==> src/design/gn3_pkg.sv <==
// ----------------------------------------------------------------------------
// gn3_pkg
// Shared types, constants and the gradient function of the 3d noise pipeline.
// ----------------------------------------------------------------------------
package gn3_pkg;

  localparam int F   = 16;   // fractional bits of the coordinates
  localparam int IW  = 8;    // permutation table index bits
  localparam int NST = 9;    // pipeline stages

  typedef logic [IW-1:0]           idx_t;
  typedef logic [F-1:0]            frac_t;
  typedef logic [F+3:0]            fade_t;
  typedef logic [2*F+3:0]          fprod_t;
  typedef logic signed [F+1:0]     ofs_t;
  typedef logic signed [F+2:0]     grad_t;
  typedef logic signed [F+3:0]     diff_t;
  typedef logic signed [2*F+5:0]   lprod_t;
  typedef logic [3:0]              hash_t;

  typedef enum logic {
    OP_LOAD = 1'b0,
    OP_EVAL = 1'b1
  } op_t;

  typedef struct packed {
    logic [NST:1] adv;   // stage k loads this cycle
    logic [NST:1] vld;   // stage k holds an item
  } stage_ctl_t;

  localparam fade_t FADE_15 = fade_t'(15) << F;
  localparam fade_t FADE_10 = fade_t'(10) << F;
  localparam ofs_t  OFS_ONE = ofs_t'(1) << F;

  function automatic grad_t corner_dot(hash_t h, ofs_t x, ofs_t y, ofs_t z);
    ofs_t  u;
    ofs_t  v;
    grad_t su;
    grad_t sv;
    u  = (h < 4'd8) ? x : y;
    v  = (h < 4'd4) ? y : (((h == 4'd12) || (h == 4'd14)) ? x : z);
    su = h[0] ? -grad_t'(u) : grad_t'(u);
    sv = h[1] ? -grad_t'(v) : grad_t'(v);
    return su + sv;
  endfunction

endpackage

==> src/design/gn3_fade.sv <==
// ----------------------------------------------------------------------------
// gn3_fade
// Quintic fade 6t^5-15t^4+10t^3 over four multiply stages, one axis.
// ----------------------------------------------------------------------------
module gn3_fade (
  input  logic                clk,
  input  gn3_pkg::stage_ctl_t ctl,
  input  gn3_pkg::frac_t      t_in,
  output gn3_pkg::frac_t      t_s4,
  output gn3_pkg::fade_t      fade_s5
);

  gn3_pkg::frac_t  t1_r, t2_r, t3_r, t4_r;
  gn3_pkg::fprod_t prod2_r, prod3_r, prod4_r, prod5_r;
  gn3_pkg::fade_t  s_nxt, p0_nxt;

  always_comb begin
    s_nxt  = gn3_pkg::FADE_15 - (gn3_pkg::fade_t'({t1_r, 2'b00})
             + gn3_pkg::fade_t'({t1_r, 1'b0}));
    p0_nxt = gn3_pkg::FADE_10 - gn3_pkg::fade_t'(prod2_r >> gn3_pkg::F);
  end

  always_ff @(posedge clk) begin
    if (ctl.adv[1]) t1_r <= t_in;
    if (ctl.adv[2]) begin
      t2_r    <= t1_r;
      prod2_r <= gn3_pkg::fprod_t'(t1_r) * gn3_pkg::fprod_t'(s_nxt);
    end
    if (ctl.adv[3]) begin
      t3_r    <= t2_r;
      prod3_r <= gn3_pkg::fprod_t'(p0_nxt) * gn3_pkg::fprod_t'(t2_r);
    end
    if (ctl.adv[4]) begin
      t4_r    <= t3_r;
      prod4_r <= gn3_pkg::fprod_t'(gn3_pkg::fade_t'(prod3_r >> gn3_pkg::F))
                 * gn3_pkg::fprod_t'(t3_r);
    end
    if (ctl.adv[5]) begin
      prod5_r <= gn3_pkg::fprod_t'(gn3_pkg::fade_t'(prod4_r >> gn3_pkg::F))
                 * gn3_pkg::fprod_t'(t4_r);
    end
  end

  assign t_s4    = t4_r;
  assign fade_s5 = gn3_pkg::fade_t'(prod5_r >> gn3_pkg::F);

endmodule

==> config.mk <==
export PLATFORM = sky130hd
export DESIGN_NAME = gn3_fade
export DESIGN_NICKNAME = d
export VERILOG_FILES = /design/src/design/gn3_pkg.sv /design/src/design/gn3_fade.sv
export SDC_FILE = /design/constraint.sdc
export NUM_CORES = 2
export LEC_CHECK = 0
export BUFFER_PORTS_ARGS = -buffer_cell sky130_fd_sc_hd__buf_2
export CORE_ASPECT_RATIO = 0.9
export CORE_UTILIZATION = 50
export CTS_CLUSTER_DIAMETER = 200
export DETAILED_ROUTE_END_ITERATION = 16
export HOLD_SLACK_MARGIN = 0.12
export PLACE_DENSITY = 0.66
export SLEW_MARGIN = 20
export SYNTH_ARGS = -nofsm -noshare
export SYNTH_HDL_FRONTEND = slang
export SYNTH_SLANG_ARGS = --single-unit
==> constraint.sdc <==
create_clock -name clk -period 10.3 [get_ports clk]
set_clock_uncertainty 0.1 [all_clocks]
set_input_delay 0 -clock clk [delete_from_list [all_inputs] [get_ports clk]]
set_output_delay 0 -clock clk [all_outputs]
set_load 0.02 [all_outputs]
==> parameters.txt <==
Parameter                              Value

GRT
  Number of antenna violations at the first check in global routing ... 0
  Global-route wire length before repair ... about 180 mm
  Congestion Overflow GR ... 0
  Pin count of the biggest net entering global routing ... 37
  Via count of the first global-routing pass ... 34.8k
  Total Routing Usage GR ... between 20% and 30%

Place
  I/O Buffers ... 57
  Detailed placer's ending HPWL ... about 84 mm
  Placement-stage worst setup slack ... around 1200 ps
  Final Wtd Congestion ... 0.882
  Cell area after placement ... around 47000 um^2

Setup path
  Worst setup path category ... reg -> reg
  Crit path launch type ... register
  Cell mode on critical path ... fa_1
  Arr. time, crit path ... about 9400 ps
  Count of buffer and inverter cells on the critical path ... 7
  Biggest cell delay along the critical path ... 510 ps
  Reg2Reg Depth ... 32
  Top cell family by delay on the critical path ... adder cells
  Worst r2r dst ... prod2_r[35]
  Maximum fanout along the worst path ... 21
  Required time of the critical path ... ~10000 ps
  Start of the worst register-to-register path ... t1_r[4]
  Kind of end point of the critical path ... register
  Slack of the worst reg-to-reg path ... between 1000 and 1500 ps
  Cell with the largest stage delay on the worst path ... fa_1

Routing
  Wirelength, routed ... ~110 mm
  DRC errors left ... 0
  First-pass detailed-route iteration total ... 5
  Antenna Nets Post-Route ... 0
  Count of vias placed by the detailed router ... 32.6k
  Number of design-rule violations left by the first detailed-router iteration ... around 1.9k
  Vias per std cell ... approximately 5.4
  Detailed-route wire length per cell ... 18.0 um

Floorplanning
  I/O pin count ... between 70 and 80
  Initial standard-cell utilization of the core ... just over 50%
  Rows ... 104
  DIE HEIGHT ... 288 um
  Die X-Extent ... 319 um
  Die Area ... 91900 um^2
  Core box area ... 89700 um^2

Timing
  Fmax ... 0.108 GHz
  Minimum period implied by the final worst setup slack ... between 9000 and 10000 ps
  Endpoints failing hold ... 0
  Ratio of final minimum period to clock period ... between 80 and 90%
  Smallest setup slack after layout ... between 1000 and 1500 ps
  Minimum hold slack ... about 430 ps
  Total of endpoints with negative setup slack in the final report ... 0
  RSZ-0062 raised after global routing ... false
  Worst slew slack as a fraction of its limit ... between 20% and 30%
  Measured slew at the worst slew-check pin ... around 1100 ps
  Setup Total Neg Slack ... 0 ps
  Number of pins exceeding their max-slew limit in the final report ... 0

Clock tree
  Total clock buffers created by CTS ... 17
  Max Buffers Root-to-Sink ... 2
  Post-cts sizing count ... 0
  Clock transition at path regs ... approximately 60 ps
  H-Tree Level Count ... 4
  TritonCTS clock tree ... built
  Clock tree sinks ... roughly 140
  Cell at the root of the clock tree ... clkbuf_16
  Skew-Pair Late Insertion Delay ... 510 ps

Cells and area
  Area taken by multi-input logic gates ... 36000 um^2
  Net count of the finished layout ... 6361
  Most used cells in the layout excluding fill and tap cells ... inv_1 (1100), fa_1 (982), nand2_1 (852)
  FF+latch area ... ~4300 um^2
  Layout cells sized above 1 ... under 10%
  Final Cell Area ... 47800 um^2
  Number of filler cells placed in the layout ... roughly 8.1k
  Most common cell after layout, fill and taps aside ... inv_1
  Area growth syn-to-layout ... 5.44%

Synth
  Most used flip-flop cell after synthesis ... edfxtp_1
  Asr flop ratio synth ... 0%
  Yosys cell types ... 68
  Post-synthesis instance total ... between 4k and 5k
  Number of warnings reported in the yosys synthesis log ... 0
  Number of flip-flops and latches in the synthesized netlist ... around 140
  Area of the mapped netlist ... 45300 um^2
  Sequential area share after synthesis ... roughly a tenth
  Synthesized netlist net count ... approximately 6.4k
  EDFF count, synth ... 144
  Synthesized area per cell ... between 9 and 10 um^2

Status
  Status ... finished clean

Job
  Max Cap Violations ... 0

Min path
  Start point of the worst hold path ... ctl[9]
  Path type of the worst min-delay path ... in -> reg
  WHS Path Cells ... 2
  Endpoint of the worst hold path ... t1_r[3]
==> layout make-up <==
class	instances	area share, %
multi-input cells	3450	75.4
clock buffers	17	0.890
diodes	1	0.00524
repair buffers	176	2.66
well taps	1166	3.05
flip-flops and latches	144	9.05
clock inverters	15	0.353
inverters	1100	8.64
==> through the flow <==
step	cells	utilization [%]
2_1_floorplan	4929	-
3_3_place_gp	5999	52.2
3_5_place_dp	5999	52.2
4_1_cts	6068	53.3
5_1_grt	6068	53.3
6_report	6069	53.3
==> synth_stat cells (31+ instances only) <==
cell      number  share of area [%]
a21oi_1       79               0.87
inv_1       1100                9.1
nand2_1      852                7.1
nand3_1       51               0.56
and2_1       403                5.6
xnor2_1       69                1.3
a21o_1        50               0.83
edfxtp_1     144                9.5
nor2_1       119               0.99
o21ai_0       31               0.34
fa_1         982                 43
ha_1         455                 13
clkbuf_1     227                1.9
nor3_1        36               0.40
xor2_1        35               0.68
==> cell families (layout without fill, tap and decap cells) <==
| kind of cell | after synthesis | after routing | synth area share [%] |
|---|---|---|---|
| buffers and inverters | 1335 | 1308 | 11.1 |
| AO/OA/AOI/OAI | 304 | 304 | 4.69 |
| AND/OR/NAND/NOR | 1588 | 1588 | 16.4 |
| other | 0 | 1 | 0 |
| multiplexers | 17 | 17 | 0.381 |
| XOR/XNOR | 104 | 104 | 2.01 |
| flip-flops | 144 | 144 | 9.54 |
| adder cells (fa/ha/maj) | 1437 | 1437 | 55.9 |
==> worst max-delay path by stage <==
stage | cells after the start | start | endpoint | slack (ps)
detailed placement | 32 | t1_r[4] | prod2_r[30] | 1220
CTS | 32 | t1_r[4] | prod2_r[30] | 1180
floorplan | 34 | t1_r[0] | prod2_r[26] | 1420
finish | 32 | t1_r[4] | prod2_r[35] | 1070
global placement | 32 | t1_r[4] | prod2_r[35] | 1310
global route | 32 | t1_r[4] | prod2_r[35] | 540
==> flip-flops by register name, summed over array words and instances, names as in the netlist <==
| signal | flops |
|---|---|
| t_s4 | 16 |
| t3_r | 16 |
| prod4_r | 20 |
| t2_r | 16 |
| t1_r | 16 |
| prod5_r | 20 |
| prod2_r | 20 |
| prod3_r | 20 |
==> worst register-to-register path, delay by kind of cell, from the launching register on <==
kind / cells / cell delay, ps
adders and majority gates: 9 / 3930
AOI/OAI and AO/OA: 14 / 3410
buffers and inverters: 7 / 910
DFF: 1 / 340
and+or+nand+nor: 1 / 180
xor gates and xnor gates: 1 / 80
==> per-layer routing <==
metal	global-route usage (%)	vias up	share of wire [%]
li1	-	14745	-
met1	33.3	16644	42
met5	0	-	0
met3	3.54	190	6.3
met2	42.5	1037	48
met4	8.26	0	3.0
==> repair_timing <==
| action | 4_1_cts | 5_1_grt |
|---|---|---|
| hold endpoints to repair | 160 | 0 |
| buffers inserted | 0 | 0 |
| hold buffers | 37 | 0 |
Power is left out: the tool's default activity adds up to more than one toggle a clock period on the data nets, which glitch-free logic cannot reach.
